### config.mk
export PLATFORM = sky130hd
export DESIGN_NAME = internet_checksum_pseudo_header_flat
export DESIGN_NICKNAME = d
export VERILOG_FILES = /design/src/rtl/core/ichk_pkg.sv /design/src/rtl/core/ichk_in_if.sv /design/src/rtl/core/ichk_out_if.sv /design/src/rtl/core/ichk_lane.sv /design/src/rtl/core/ichk_merge.sv /design/src/rtl/core/internet_checksum_pseudo_header.sv /design/src/flat_wrapper.sv
export SDC_FILE = /design/constraint.sdc
export NUM_CORES = 1
export LEC_CHECK = 0
export BUFFER_PORTS_ARGS = -buffer_cell sky130_fd_sc_hd__buf_2
export CAP_MARGIN = 20
export CORE_AREA = 4 4 195 387
export CTS_CLUSTER_SIZE = 28
export DETAILED_ROUTE_END_ITERATION = 8
export DIE_AREA = 0 0 199 391
export GPL_ROUTABILITY_DRIVEN = 1
export GPL_TIMING_DRIVEN = 0
export SLEW_MARGIN = 20
export SYNTH_ARGS = -nofsm -noshare
export SYNTH_HDL_FRONTEND = slang
export SYNTH_SLANG_ARGS = --single-unit
### constraint.sdc
create_clock -name clk -period 17.55 [get_ports clk]
set_clock_uncertainty 0.15 [all_clocks]
set_input_delay 3.51 -clock clk [delete_from_list [all_inputs] [get_ports clk]]
set_output_delay 3.51 -clock clk [all_outputs]
set_load 0.01 [all_outputs]
### src/rtl/core/ichk_pkg.sv
// Package for the Internet checksum block with pseudo-header support.
// Holds shared constants, the pipeline control struct and the ones'-complement add.
// Used by every module and interface under rtl/core.
package ichk_pkg;

	localparam int BYTES_PER_ITEM = 8;
	localparam int LANES          = BYTES_PER_ITEM / 2;
	localparam int NB_W           = 4;
	localparam int DATA_W         = 64;
	localparam int WORD_W         = 16;
	localparam int MODE_W         = 2;
	localparam int CNT_W          = 32;

	// Lane words plus protocol, upper length half and lower length half.
	localparam int TAIL_WORDS     = 3;
	localparam int MERGE_IN       = LANES + TAIL_WORDS;
	localparam int MERGE_LEVELS   = $clog2(MERGE_IN);
	localparam int MERGE_PAD      = 1 << MERGE_LEVELS;

	localparam logic [MODE_W-1:0] MODE_PLAIN = 2'd0;
	localparam logic [MODE_W-1:0] MODE_IPV4  = 2'd1;
	localparam logic [MODE_W-1:0] MODE_IPV6  = 2'd2;

	localparam logic KIND_PAYLOAD = 1'b0;

	typedef struct packed {
		logic vld;
		logic last;
	} ctl_t;

	function automatic logic [WORD_W-1:0] ones_add(input logic [WORD_W-1:0] a,
		input logic [WORD_W-1:0] b);
		logic [WORD_W:0] s;
		s = {1'b0, a} + {1'b0, b};
		return s[WORD_W-1:0] + {{(WORD_W-1){1'b0}}, s[WORD_W]};
	endfunction

endpackage

### src/rtl/core/ichk_in_if.sv
// Input channel interface: one packet word per transaction.
// Depends on ichk_pkg for field widths.
interface ichk_in_if;
	logic                            valid;
	logic                            ready;
	logic                            kind;
	logic [ichk_pkg::DATA_W-1:0]     data;
	logic [ichk_pkg::NB_W-1:0]       valid_bytes;
	logic                            last;
	logic [7:0]                      protocol;

	modport source(output valid, kind, data, valid_bytes, last, protocol, input ready);
	modport sink(input valid, kind, data, valid_bytes, last, protocol, output ready);
endinterface

### src/rtl/core/ichk_out_if.sv
// Output channel interface: one checksum per transaction.
// Depends on ichk_pkg for field widths.
interface ichk_out_if;
	logic                            valid;
	logic                            ready;
	logic [ichk_pkg::WORD_W-1:0]     checksum;

	modport source(output valid, checksum, input ready);
	modport sink(input valid, checksum, output ready);
endinterface

### src/rtl/core/ichk_lane.sv
// One checksum lane: extracts a big-endian 16-bit word and zeroes invalid bytes.
// Depends on ichk_pkg.
module ichk_lane #(
	parameter int LANE_IDX = 0
) (
	input  logic [ichk_pkg::WORD_W-1:0] word_in,
	input  logic [ichk_pkg::NB_W-1:0]   nbytes,
	output logic [ichk_pkg::WORD_W-1:0] word_out
);
	localparam logic [ichk_pkg::NB_W:0] HI_POS = (ichk_pkg::NB_W + 1)'(2 * LANE_IDX);
	localparam logic [ichk_pkg::NB_W:0] LO_POS = (ichk_pkg::NB_W + 1)'(2 * LANE_IDX + 1);

	logic hi_ok;
	logic lo_ok;

	assign hi_ok = HI_POS < {1'b0, nbytes};
	assign lo_ok = LO_POS < {1'b0, nbytes};
	assign word_out = {word_in[15:8] & {8{hi_ok}}, word_in[7:0] & {8{lo_ok}}};
endmodule

### src/rtl/core/ichk_merge.sv
// Registered ones'-complement adder tree that merges the lane words of one transaction.
// One tree level per pipeline stage; depends on ichk_pkg.
module ichk_merge (
	input  logic                                               clk,
	input  logic                                               arst_n,
	input  logic                                               en,
	input  logic [ichk_pkg::MERGE_IN-1:0][ichk_pkg::WORD_W-1:0] words,
	input  ichk_pkg::ctl_t                                     ctl_in,
	output logic [ichk_pkg::WORD_W-1:0]                        sum,
	output ichk_pkg::ctl_t                                     ctl_out
);
	localparam int LV  = ichk_pkg::MERGE_LEVELS;
	localparam int PAD = ichk_pkg::MERGE_PAD;

	logic [PAD-1:0][ichk_pkg::WORD_W-1:0] leaf;
	logic [LV:1][PAD-1:0][ichk_pkg::WORD_W-1:0] tree_s;
	ichk_pkg::ctl_t ctl_s [LV:1];

	always_comb begin
		for (int j = 0; j < PAD; j++) begin
			leaf[j] = (j < ichk_pkg::MERGE_IN) ? words[j] : '0;
		end
	end

	for (genvar k = 1; k <= LV; k++) begin : g_lvl
		logic [PAD-1:0][ichk_pkg::WORD_W-1:0] prev;
		ichk_pkg::ctl_t prev_ctl;

		if (k == 1) begin : g_first
			assign prev     = leaf;
			assign prev_ctl = ctl_in;
		end else begin : g_next
			assign prev     = tree_s[k-1];
			assign prev_ctl = ctl_s[k-1];
		end

		always_ff @(posedge clk) begin
			if (en) begin
				for (int j = 0; j < PAD; j++) begin
					if (j < (PAD >> k)) begin
						tree_s[k][j] <= ichk_pkg::ones_add(prev[2*j], prev[2*j+1]);
					end else begin
						tree_s[k][j] <= '0;
					end
				end
			end
		end

		always_ff @(posedge clk or negedge arst_n) begin
			if (!arst_n) begin
				ctl_s[k] <= '0;
			end else if (en) begin
				ctl_s[k] <= prev_ctl;
			end
		end
	end

	assign sum     = tree_s[LV][0];
	assign ctl_out = ctl_s[LV];
endmodule

### src/rtl/core/internet_checksum_pseudo_header.sv
// Top level of the Internet checksum engine with TCP/UDP pseudo-header support.
// Depends on ichk_pkg, ichk_in_if, ichk_out_if, ichk_lane and ichk_merge.
//
// The item channel carries one packet word of up to eight bytes per transaction,
// the first wire byte in the top bits. Address bytes (kind one) are summed but not
// counted; payload bytes are summed and counted into the length. A transaction with
// last set closes the packet: the pseudo-header selected by pseudo_mode is added and
// the inverted folded sum appears as one transaction on the result channel.
// The user must write pseudo_mode through cfg_we and cfg_wdata while the block is idle;
// the block does not enforce this. Throughput is one item per cycle while the pipeline
// does not halt, set by the 16-bit end-around-carry accumulator; four lanes and a
// three-level registered adder tree handle the words of an item, and the result is
// registered. Reset clears the mode, the length counter, the accumulator and all valid
// flags. While an unread result waits, items keep flowing; the pipeline halts only
// when the next packet's result would overwrite it.
module internet_checksum_pseudo_header (
	input  logic                          clk,
	input  logic                          arst_n,
	input  logic                          cfg_we,
	input  logic [ichk_pkg::MODE_W-1:0]   cfg_wdata,
	ichk_in_if.sink                       item,
	ichk_out_if.source                    result
);
	localparam int WW = ichk_pkg::WORD_W;

	logic [ichk_pkg::MODE_W-1:0] mode_q;
	logic [ichk_pkg::CNT_W-1:0]  cnt_q;
	logic [ichk_pkg::CNT_W-1:0]  cnt_sum;
	logic [ichk_pkg::NB_W-1:0]   nb;
	logic [WW-1:0]               acc_q;
	logic [WW-1:0]               acc_sum;
	logic [WW-1:0]               checksum_q;
	logic                        res_vld_q;
	logic                        adv;
	logic                        accept;

	logic [ichk_pkg::MERGE_IN-1:0][WW-1:0] words;
	logic [ichk_pkg::MERGE_IN-1:0][WW-1:0] words_s1;
	ichk_pkg::ctl_t                        ctl_s1;
	ichk_pkg::ctl_t                        m_ctl;
	logic [WW-1:0]                         m_sum;

	assign adv    = !(res_vld_q && !result.ready && m_ctl.vld && m_ctl.last);
	assign accept = item.valid && adv;
	assign item.ready = adv;

	assign nb = (item.valid_bytes > ichk_pkg::NB_W'(ichk_pkg::BYTES_PER_ITEM))
		? ichk_pkg::NB_W'(ichk_pkg::BYTES_PER_ITEM) : item.valid_bytes;
	assign cnt_sum = cnt_q + ((item.kind == ichk_pkg::KIND_PAYLOAD)
		? ichk_pkg::CNT_W'(nb) : '0);

	for (genvar i = 0; i < ichk_pkg::LANES; i++) begin : g_lane
		ichk_lane #(
			.LANE_IDX(i)
		) u_lane (
			.word_in (item.data[ichk_pkg::DATA_W-1-WW*i -: WW]),
			.nbytes  (nb),
			.word_out(words[i])
		);
	end

	always_comb begin
		words[ichk_pkg::LANES]     = '0;
		words[ichk_pkg::LANES + 1] = '0;
		words[ichk_pkg::LANES + 2] = '0;
		if (item.last) begin
			case (mode_q)
				ichk_pkg::MODE_IPV4: begin
					words[ichk_pkg::LANES]     = {8'd0, item.protocol};
					words[ichk_pkg::LANES + 2] = cnt_sum[WW-1:0];
				end
				ichk_pkg::MODE_IPV6: begin
					words[ichk_pkg::LANES]     = {8'd0, item.protocol};
					words[ichk_pkg::LANES + 1] = cnt_sum[ichk_pkg::CNT_W-1:WW];
					words[ichk_pkg::LANES + 2] = cnt_sum[WW-1:0];
				end
				default: begin
				end
			endcase
		end
	end

	always_ff @(posedge clk or negedge arst_n) begin
		if (!arst_n) begin
			mode_q <= ichk_pkg::MODE_PLAIN;
		end else if (cfg_we) begin
			mode_q <= cfg_wdata;
		end
	end

	always_ff @(posedge clk or negedge arst_n) begin
		if (!arst_n) begin
			cnt_q  <= '0;
			ctl_s1 <= '0;
		end else if (adv) begin
			ctl_s1.vld  <= item.valid;
			ctl_s1.last <= item.last;
			if (item.valid) begin
				cnt_q <= item.last ? '0 : cnt_sum;
			end
		end
	end

	always_ff @(posedge clk) begin
		if (accept) begin
			words_s1 <= words;
		end
	end

	ichk_merge u_merge (
		.clk    (clk),
		.arst_n (arst_n),
		.en     (adv),
		.words  (words_s1),
		.ctl_in (ctl_s1),
		.sum    (m_sum),
		.ctl_out(m_ctl)
	);

	assign acc_sum = ichk_pkg::ones_add(acc_q, m_sum);

	always_ff @(posedge clk or negedge arst_n) begin
		if (!arst_n) begin
			acc_q     <= '0;
			res_vld_q <= 1'b0;
		end else begin
			if (adv && m_ctl.vld) begin
				acc_q <= m_ctl.last ? '0 : acc_sum;
			end
			if (adv && m_ctl.vld && m_ctl.last) begin
				res_vld_q <= 1'b1;
			end else if (result.ready) begin
				res_vld_q <= 1'b0;
			end
		end
	end

	always_ff @(posedge clk) begin
		if (adv && m_ctl.vld && m_ctl.last) begin
			checksum_q <= ~acc_sum;
		end
	end

	assign result.valid    = res_vld_q;
	assign result.checksum = checksum_q;

	a_cnt_clear: assert property (@(posedge clk) disable iff (!arst_n)
		item.valid && item.ready && item.last |=> cnt_q == '0)
		else $error("Length counter not cleared after the last transaction.");

	a_acc_clear: assert property (@(posedge clk) disable iff (!arst_n)
		adv && m_ctl.vld && m_ctl.last |=> acc_q == '0)
		else $error("Accumulator not cleared after a packet closed.");

	a_res_source: assert property (@(posedge clk) disable iff (!arst_n)
		$rose(res_vld_q) |-> $past(m_ctl.vld && m_ctl.last))
		else $error("Result raised without a closing transaction in the pipeline.");

	a_stall_cause: assert property (@(posedge clk) disable iff (!arst_n)
		!item.ready |-> res_vld_q && !result.ready)
		else $error("Input stalled while the result register could accept.");
endmodule

### src/flat_wrapper.sv
// flat-port wrapper written by rule: the top's interface ports become plain ports
module internet_checksum_pseudo_header_flat 
  (clk, arst_n, cfg_we, cfg_wdata, item_valid, item_kind, item_data, item_valid_bytes, item_last, item_protocol, item_ready, result_valid, result_checksum, result_ready);
  ichk_in_if item_i ();
  ichk_out_if result_i ();
  input  logic clk;
  input  logic arst_n;
  input  logic cfg_we;
  input  logic [ichk_pkg::MODE_W-1:0] cfg_wdata;
  input wire logic [$bits(item_i.valid)-1:0] item_valid;
  input wire logic [$bits(item_i.kind)-1:0] item_kind;
  input wire logic [$bits(item_i.data)-1:0] item_data;
  input wire logic [$bits(item_i.valid_bytes)-1:0] item_valid_bytes;
  input wire logic [$bits(item_i.last)-1:0] item_last;
  input wire logic [$bits(item_i.protocol)-1:0] item_protocol;
  output wire logic [$bits(item_i.ready)-1:0] item_ready;
  output wire logic [$bits(result_i.valid)-1:0] result_valid;
  output wire logic [$bits(result_i.checksum)-1:0] result_checksum;
  input wire logic [$bits(result_i.ready)-1:0] result_ready;
  assign item_i.valid = item_valid;
  assign item_i.kind = item_kind;
  assign item_i.data = item_data;
  assign item_i.valid_bytes = item_valid_bytes;
  assign item_i.last = item_last;
  assign item_i.protocol = item_protocol;
  assign item_ready = item_i.ready;
  assign result_valid = result_i.valid;
  assign result_checksum = result_i.checksum;
  assign result_i.ready = result_ready;
  internet_checksum_pseudo_header u_core (.clk(clk), .arst_n(arst_n), .cfg_we(cfg_we), .cfg_wdata(cfg_wdata), .item(item_i), .result(result_i));
endmodule
== Yosys cells after proc, flatten, opt, wreduce, memory -nomap -nowiden ==
Cells that the tools add are included.
W data, S select, Z words.
Operators by class
  add/sub/neg operators: 15
  order comparisons: 9
  eq/ne operators: 2
  multiplexer cells: 6
  bitwise logic cells: 10
  reductions and logical operators: 13
Operators with widths (number)
  $add A16 B16 Y17: 7
  $add A16 B1 Y16: 7
  $and A8 B8 Y8: 8
  $add A32 B32 Y32: 1
  $mux W32: 1
  $lt A3 B4 Y1 const A: 4
  $mux W16: 1
  $not A16 Y16: 1
  $lt A1 B4 Y1 const A: 2
  $lt A2 B4 Y1 const A: 2
  $mux W4: 2
  $logic_and A1 B1 Y1: 6
  $reduce_and A2 Y1: 3
  $gt A4 B4 Y1 const B: 1
  $eq A2 B1 Y1 const B: 1
  $eq A2 B2 Y1 const B: 1
  $logic_not A1 Y1: 2
  $mux W1: 2
  $reduce_bool A2 Y1: 1
  $reduce_or A2 Y1: 1
  $not A1 Y1: 1
Word-level totals
  bits in registers: 299
  output and inout port bits: 18
  logic and storage cells: 83

== Depth between registers and ports, before layout ==
Gate-level depths: netlist of the first run.
  depth in word-level cells: 8
  mapped depth: 19
  depth with buffers taken out: 19

== Hierarchy ==
A second synthesis of the first run with hierarchy kept.
Unflattened totals
  cell total of the unflattened synthesis: 1641
  area, all modules: 18041.1 µm²
By module, submodules not included
  ichk_merge: instances 1, cells an instance 915, area each 9495.4 µm²
  internet_checksum_pseudo_header: instances 1, cells an instance 649, area each 7931.4 µm²
  ichk_lane (u_core.g_lane[0].u_lane): instances 1, cells an instance 23, area each 225.2 µm²
  ichk_lane (u_core.g_lane[2].u_lane): instances 1, cells an instance 19, area each 141.4 µm²
  ichk_lane (u_core.g_lane[1].u_lane): instances 1, cells an instance 18, area each 126.4 µm²
  ichk_lane (u_core.g_lane[3].u_lane): instances 1, cells an instance 17, area each 121.4 µm²

== Least setup slack after synthesis of the first run ==
No wires, ideal clock.
  kind: input to register
  start point: in result_ready
  end point: reg u_core.cnt_q[3] (netlist bit)
  setup time: 0.138 ns
  arrival time: 10.191 ns
  data required time: 17.262 ns
  setup slack: 7.071 ns
  stages on the path: 7
  path buffers: 1
  cells stage by stage: nor2b_1 nand3_1 nand2_1 inv_1 nand2_1 clkbuf_1 o21ai_0
Between the ends
  longest elaborated chain between the ends: 6
RTL lines
  start: declaration: RTL line flat_wrapper.sv:19  | input wire logic [$bits(result_i.ready)-1:0] result_ready;
  $logic_not A1 Y1: RTL line internet_checksum_pseudo_header.sv:43  | assign adv = !(res_vld_q && !result.ready && m_ctl.vld && m_ctl.last);
  $logic_and A1 B1 Y1 (3 in series): RTL line internet_checksum_pseudo_header.sv:43
  $not A1 Y1 (no line)
  $reduce_and A2 Y1 (no line)
  end signal: assignment: RTL line internet_checksum_pseudo_header.sv:99  | cnt_q <= item.last ? '0 : cnt_sum;
  end: declaration: RTL line internet_checksum_pseudo_header.sv:27  | logic [ichk_pkg::CNT_W-1:0] cnt_q;
Every way passes these cells.
A chain may end at the register's enable or synchronous reset.

== Worst setup path in the final report of the first run ==
  start point: in result_ready
  end point: out item_ready
Between the ends
  longest elaborated chain between the ends: 5
RTL lines
  $logic_not A1 Y1: RTL line internet_checksum_pseudo_header.sv:43
  $logic_and A1 B1 Y1 (3 in series): RTL line internet_checksum_pseudo_header.sv:43
  $logic_not A1 Y1: RTL line internet_checksum_pseudo_header.sv:43
  end: declaration: RTL line flat_wrapper.sv:16  | output wire logic [$bits(item_i.ready)-1:0] item_ready;
Every way passes these cells.

==> results of run 1 <==
final cells by class:
class / instances / share of cell area [%]
Timing Repair Buffer: 105 / 2.93
Tap cell: 923 / 5.54
Clock inverter: 18 / 1.05
Buffer: 35 / 0.678
Multi-Input combinational cell: 1326 / 44.8
Inverter: 41 / 0.762
Clock buffer: 36 / 3.80
Sequential cell: 291 / 40.5
logic make-up after synthesis:
| group | synth area share (%) |
|---|---|
| AND/OR/NAND/NOR | 18.0 |
| AO/OA/AOI/OAI | 13.8 |
| flip-flops | 46.8 |
| XOR/XNOR | 9.75 |
| adder cells (fa/ha/maj) | 9.42 |
| buffers and inverters | 1.64 |
| multiplexers | 0.666 |
through the flow:
stage	cells	setup slack [ps]	total power [mW]	instance area, µm²	util, %
floorplan	1693	7070	2.39	18000	-
global placement	2717	3410	2.75	19700	27.2
detailed placement	2721	9050	2.80	19800	27.4
CTS	2775	9010	3.48	20800	28.7
global route	2775	8980	3.71	20900	28.8
finish	2775	9080	3.44	20900	28.8
flip-flops by register name, summed over array words and instances, names as in the netlist, 2 cells and up:
| signal | cells |
|---|---|
| u_core.words_s1 | 104 |
| u_core.u_merge.g_lvl.prev | 96 |
| u_core.cnt_q | 32 |
| u_core.acc_q | 16 |
| u_core.result.checksum | 16 |
| u_core.u_merge.sum | 16 |
| u_core.u_merge.ctl_s | 4 |
| u_core.ctl_s1 | 2 |
| u_core.mode_q | 2 |
| u_core.u_merge.ctl_out | 2 |
power groups by stage:
stage,Sequential (mW),Clock [mW],Combinational [mW]
after CTS,1.11,0.676,1.68
after detailed placement,1.13,0,1.67
after global placement,1.14,0,1.62
final,1.11,0.656,1.68
after global routing,1.13,0.699,1.88
after floorplan,1.10,0,1.29
Yosys cell counts (all sizes together), types with 6 or more instances:
cell type / count / share of area [%]
nand2b: 24 / 0.83
a21oi: 84 / 2.3
nor3b: 12 / 0.50
dfrtp: 59 / 8.2
nand3b: 9 / 0.37
nor2: 141 / 2.9
edfxtp: 232 / 39
xnor2: 130 / 6.3
and2: 46 / 1.6
nor3: 27 / 0.75
nor4: 13 / 0.49
o21a: 19 / 0.79
a31oi: 6 / 0.21
inv: 41 / 0.85
or3: 12 / 0.42
nand2: 119 / 2.5
or2: 6 / 0.21
and4: 8 / 0.39
xor2: 63 / 3.1
and3: 27 / 0.95
nor2b: 69 / 2.4
o31ai: 21 / 0.87
mux2: 8 / 0.50
a21o: 38 / 1.6
ha: 123 / 8.5
or4: 7 / 0.31
fa: 8 / 0.89
nor4b: 7 / 0.46
a211oi: 23 / 0.96
nand4: 25 / 0.87
clkbuf: 31 / 0.64
o211ai: 16 / 0.69
nand3: 42 / 1.2
o21ai: 103 / 2.9
routing by layer:
layer | vias to the layer above | part of all wire [%]
met1 | 6233 | 35
met2 | 320 | 56
met3 | 115 | 3.5
met4 | 0 | 5.4
li1 | 6537 | -
met5 | - | 0
worst max path at each step:
stage                            to  slack (ps)  cells past startpoint
CTS                      item_ready        9010                      4
global route             item_ready        8980                      4
detailed placement       item_ready        9050                      4
global placement    u_core.cnt_q[3]        3410                      8
floorplan           u_core.cnt_q[3]        7070                      7
finish                   item_ready        9080                      4
==> metrics, run 1 <==
met3 Use GR=1.13%; highest clock frequency the design can meet=118 MHz; status=completed; Post-Synthesis Cell Area=18,000 µm²; initial detailed-routing violation count=540; effective utilization at floorplan=24.9%; fraction of power spent switching nets=39.4%; HPWL Detailed=33,100 µm; depth of the CTS H-tree=1; delay contributed by the slowest stage of the critical path=510 ps; commonest cells after routing, fill and taps aside=232 x sky130_fd_sc_hd__edfxtp_1, 140 x sky130_fd_sc_hd__nor2_1, 130 x sky130_fd_sc_hd__xnor2_1, 123 x sky130_fd_sc_hd__ha_1, 119 x sky130_fd_sc_hd__nand2_1; maximum number of pins on one net before global-route repair=86; most repeated library cell on the critical path=sky130_fd_sc_hd__buf_2; routability congestion estimate=0.849; die area=77,800 µm²; initial antenna violation count=0; clock group share of total power=19.0%; Setup Buffers After CTS=0; Via Count=13,205; crit path launch=result_ready; via count of the first global-routing pass=13,423; buffers and inverters on the worst path=2; area grow syn2layout=15.6%; TritonCTS clock tree=yes; Least-Margin Pin Slew=1000 ps; share of post-route cells with drive strength above 1=10.7%; YS warnings=0; maximum vdd drop=0.0000842 V; global router's overall resource usage=10.4%; multi-input gate area in the final layout=9330 µm²; fraction of synthesis flops using an asynchronous set or reset pin=20.3%; total overflow reported by the global router=0; Longest Clk Path Bufs=3; part of the total power dissipated in combinational logic=48.8%; Final Hold Vio Count=0; launch instance of the worst register-to-register path=u_core.acc_q[0]; clock insertion delay at the later pin of the skew report=600 ps; core region area=72,500 µm²; count of standard-cell rows=140; Hold Path Stages=0; data required time of the critical path=13,890 ps; most common cell after layout, fill and taps aside=sky130_fd_sc_hd__edfxtp_1; time the final worst path needs with I/O delays and setup=8470 ps; Total Routed Length=41,500 µm; post-cts sizing count=0; worst path cell trace=buf_2 -> nor2b_1 -> nand3_4 -> buf_2; Max transition margin=32.5%; post-synthesis register bit count=291; Post-synth top flop=sky130_fd_sc_hd__edfxtp_1; vias per inst=4.76; Critical Path Slowest Stage Cell=sky130_fd_sc_hd__nand3_4; Port Buffers=101; type of the tightest min-delay check=reg -> reg; sum of negative setup slack=0 ps; final period utilization=48.2%; number of nets in the final layout=2,045; die span in x=199 µm; Max Cap Violations=0; Worst setup EP type=output pin; Worst Min Path Start=u_core.words_s1[103]; highest-utilization routing layer at the global route stage=met2; syn_nets=1,909; final routed wire length divided by cell count=15.0 µm; number of flops mapped to enable cells by yosys=232; DRC violations left=0; met1 track utilization from global routing=9.85%; Top delay family on crit path=simple AND/OR/NAND/NOR gates; number of clock sinks=291; post-synth cell types=85; largest fanout of any net on the critical path=36; r2r endpoint=u_core.acc_q[15]; static leakage power=8.09 nW; crit path DAT=4810 ps; unrepaired setup endpoints after global routing=false; area taken by flip-flops and latches=8440 µm²; antenna diode count=0; clock-pin slew of the registers on the worst-case setup and hold paths=70 ps; vertical die dimension=391 µm; Final Slew Violations=0; grt met2 use=20.9%; CTS Hold Bufs=0; Crit Path Class=in -> out; sequential fraction of the synthesis area=46.8%; hold endpoint=u_core.u_merge.g_lvl[2].prev[55]; internal power summed over all cells=2.09 mW; cell count after synthesis=1,693; Fin Hold WS=266 ps; setup violators final=0; switching component of the power=1.36 mW; Inserted Clock Buffers=29; setup slack on the worst flop-to-flop path=12,040 ps; Pre-Repair DR Iteration Count=5; clock root cell=sky130_fd_sc_hd__clkbuf_16; Seq pwr share=32.2%; Worst R2R Path Depth=19; Synth Area per Inst=10.7 µm²; antenna-violating nets left=0; P per Cell Area=165 nW/µm²; wire length of the first global-routing pass=66,600 µm; type of origin of the critical path=input pin; num ports=103; count of fill cells added during filler insertion=7,585
Power figures use the tool's default switching activity.
==> inputs of run 2 (changes only) <==
- clock period: 17.55 -> 7.6 ns (I/O delays scaled with it)
==> run 2 against run 1 <==
Against the previous run:
- routed wire length increased by 0.89%
- die area unchanged
- first-iteration DRC count up 1.1%
- design area fell by 0.37%
- critical endpoint is now u_core.acc_q[14]
- largest cell class unchanged
==> metrics, run 2 (same netlist as run 1, synthesis figures left out) <==
status=completed; DRC violations left=0 (unchanged); Max Cap Violations=0 (unchanged); most common cell after layout, fill and taps aside=sky130_fd_sc_hd__edfxtp_1; Worst setup EP type=register; maximum vdd drop=0.000204 V (+140%); vertical die dimension=391 µm (unchanged); HPWL Detailed=33,400 µm (+0.96%); Max transition margin=34.1% (+1.6 points); effective utilization at floorplan=24.9% (unchanged); type of origin of the critical path=register; P per Cell Area=377 nW/µm² (+130%); Hold Path Stages=0 (unchanged); routability congestion estimate=0.862 (+1.6%); depth of the CTS H-tree=1 (unchanged); count of standard-cell rows=140 (unchanged); post-cts sizing count=0 (unchanged); Longest Clk Path Bufs=3 (unchanged); Fin Hold WS=266 ps (+0.215 ps); TritonCTS clock tree=yes; DP Worst Slack=1750 ps (-7300 ps); total overflow reported by the global router=0 (unchanged); die span in x=199 µm (unchanged); clock-pin slew of the registers on the worst-case setup and hold paths=70 ps (about the same); final period utilization=71.8%; unrepaired setup endpoints after global routing=false; final routed wire length divided by cell count=15.1 µm (+0.93%); Via Count=13,150 (-0.42%); antenna diode count=0 (unchanged); Least-Margin Pin Slew=980 ps (-24.1 ps); Worst Slack Setup Final=2140 ps (-6940 ps); final core area utilization=28.7% (-0.11 points); setup violators final=0 (unchanged); Pwr Total=7.84 mW (+130%); commonest cells after routing, fill and taps aside=232 x sky130_fd_sc_hd__edfxtp_1, 140 x sky130_fd_sc_hd__nor2_1, 130 x sky130_fd_sc_hd__xnor2_1, 123 x sky130_fd_sc_hd__ha_1, 119 x sky130_fd_sc_hd__nand2_1; CTS Hold Bufs=0 (unchanged); via count of the first global-routing pass=13,699 (+2.1%); clock root cell=sky130_fd_sc_hd__clkbuf_16; initial antenna violation count=0 (unchanged); Final Slew Violations=0 (unchanged); Port Buffers=101 (unchanged); number of clock sinks=291 (unchanged); static leakage power=8.05 nW (-0.50%); Setup Buffers After CTS=0 (unchanged); Final Hold Vio Count=0 (unchanged); number of nets in the final layout=2,045 (unchanged); core region area=72,500 µm² (unchanged); Inserted Clock Buffers=29 (unchanged); initial detailed-routing violation count=546 (+1.1%); Worst R2R Path Depth=19 (unchanged); num ports=103 (unchanged); maximum number of pins on one net before global-route repair=87 (+1.2%); wire length of the first global-routing pass=68,000 µm (+2.1%); Total Routed Length=41,900 µm (+0.89%); area grow syn2layout=15.1%; highest clock frequency the design can meet=183 MHz; Largest register FFs=104 (unchanged); time the final worst path needs with I/O delays and setup=5460 ps; type of the tightest min-delay check=reg -> reg; antenna-violating nets left=0 (unchanged); crit path DAT=5800 ps (+990 ps); clock insertion delay at the later pin of the skew report=580 ps (-20 ps); data required time of the critical path=7940 ps (-5950 ps); Most flops, register=u_core.words_s1; Pre-Repair DR Iteration Count=5 (unchanged); die area=77,800 µm² (unchanged); Crit Path Class=reg -> reg; sum of negative setup slack=0 ps (unchanged); share of post-route cells with drive strength above 1=10.6% (-0.10 points); global router's overall resource usage=10.6% (+0.21 points); vias per inst=4.74 (-0.38%); largest fanout of any net on the critical path=5 (-86%)
[run 2: cell count changes in the layout (fill, tap and decap cells not counted)]
cell,previous run,this run
sky130_fd_sc_hd__inv_6,2,6
sky130_fd_sc_hd__inv_4,1,0
sky130_fd_sc_hd__clkinv_1,0,1
sky130_fd_sc_hd__clkinv_2,3,4
sky130_fd_sc_hd__clkinv_4,6,4
sky130_fd_sc_hd__clkbuf_8,2,1
sky130_fd_sc_hd__inv_16,1,0
sky130_fd_sc_hd__bufinv_16,3,1
sky130_fd_sc_hd__inv_8,1,0
sky130_fd_sc_hd__clkinvlp_4,2,3
[run 2: path summary, 6_finish.rpt]
path / startpoint / endpoint / slack [ps]
worst max-delay path: u_core.acc_q[0] / u_core.acc_q[14] / 2140
worst min-delay path: u_core.words_s1[96] / u_core.u_merge.g_lvl[2].prev[48] / 270
worst max register to register: u_core.acc_q[0] / u_core.acc_q[14] / 2140
worst min register to register: u_core.words_s1[96] / u_core.u_merge.g_lvl[2].prev[48] / 270
max in group asynchronous: arst_n / u_core.cnt_q[12] / 6030
min in group asynchronous: arst_n / u_core.u_merge.ctl_s[2] / 710
[run 2: area by class of cell]
type,count,area (µm²)
tap,923,1150
timing repair buffer,105,611
clock inverter,18,155
fill,7561,51700
multi-input combinational,1326,9330
sequential,291,8440
buffer,35,141
inverter,41,159
clock buffer,35,779
[run 2: per-stage QoR]
step / cells / cell area, µm²
2_1_floorplan: 1693 / 18100
3_3_place_gp: 2717 / 19700
3_5_place_dp: 2721 / 19800
4_1_cts: 2774 / 20800
5_1_grt: 2774 / 20800
6_report: 2774 / 20800
[run 2: per-layer routing]
metal,global-route usage [%],routed length (µm)
met1,10.2,14500
met2,21.7,24100
met3,1.16,1400
met4,4.87,1920
met5,0,0
[run 2: worst max-delay path: stages (launching register included)]
cell and delay (ps):
sky130_fd_sc_hd__dfrtp_1 350, sky130_fd_sc_hd__ha_1 190, sky130_fd_sc_hd__inv_1 60, sky130_fd_sc_hd__fa_1 400
sky130_fd_sc_hd__nand2b_1 180, sky130_fd_sc_hd__a211oi_1 640, sky130_fd_sc_hd__o21ai_2 230, sky130_fd_sc_hd__o21ai_0 320
sky130_fd_sc_hd__a21oi_1 150, sky130_fd_sc_hd__o21bai_1 140, sky130_fd_sc_hd__a21o_1 130, sky130_fd_sc_hd__a21o_1 190
sky130_fd_sc_hd__ha_1 160, sky130_fd_sc_hd__and2b_1 160, sky130_fd_sc_hd__nand2_1 110, sky130_fd_sc_hd__or4_4 590
sky130_fd_sc_hd__nor4b_4 430, sky130_fd_sc_hd__nand2_1 170, sky130_fd_sc_hd__or4_1 520, sky130_fd_sc_hd__o211ai_1 110
[run 2: where the power goes]
| group | leakage [nW] | internal (mW) | switching [mW] |
|---|---|---|---|
| Combinational | 4.43 | 1.60 | 2.25 |
| Clock | 0.453 | 0.776 | 0.638 |
| Sequential | 3.17 | 2.36 | 0.213 |
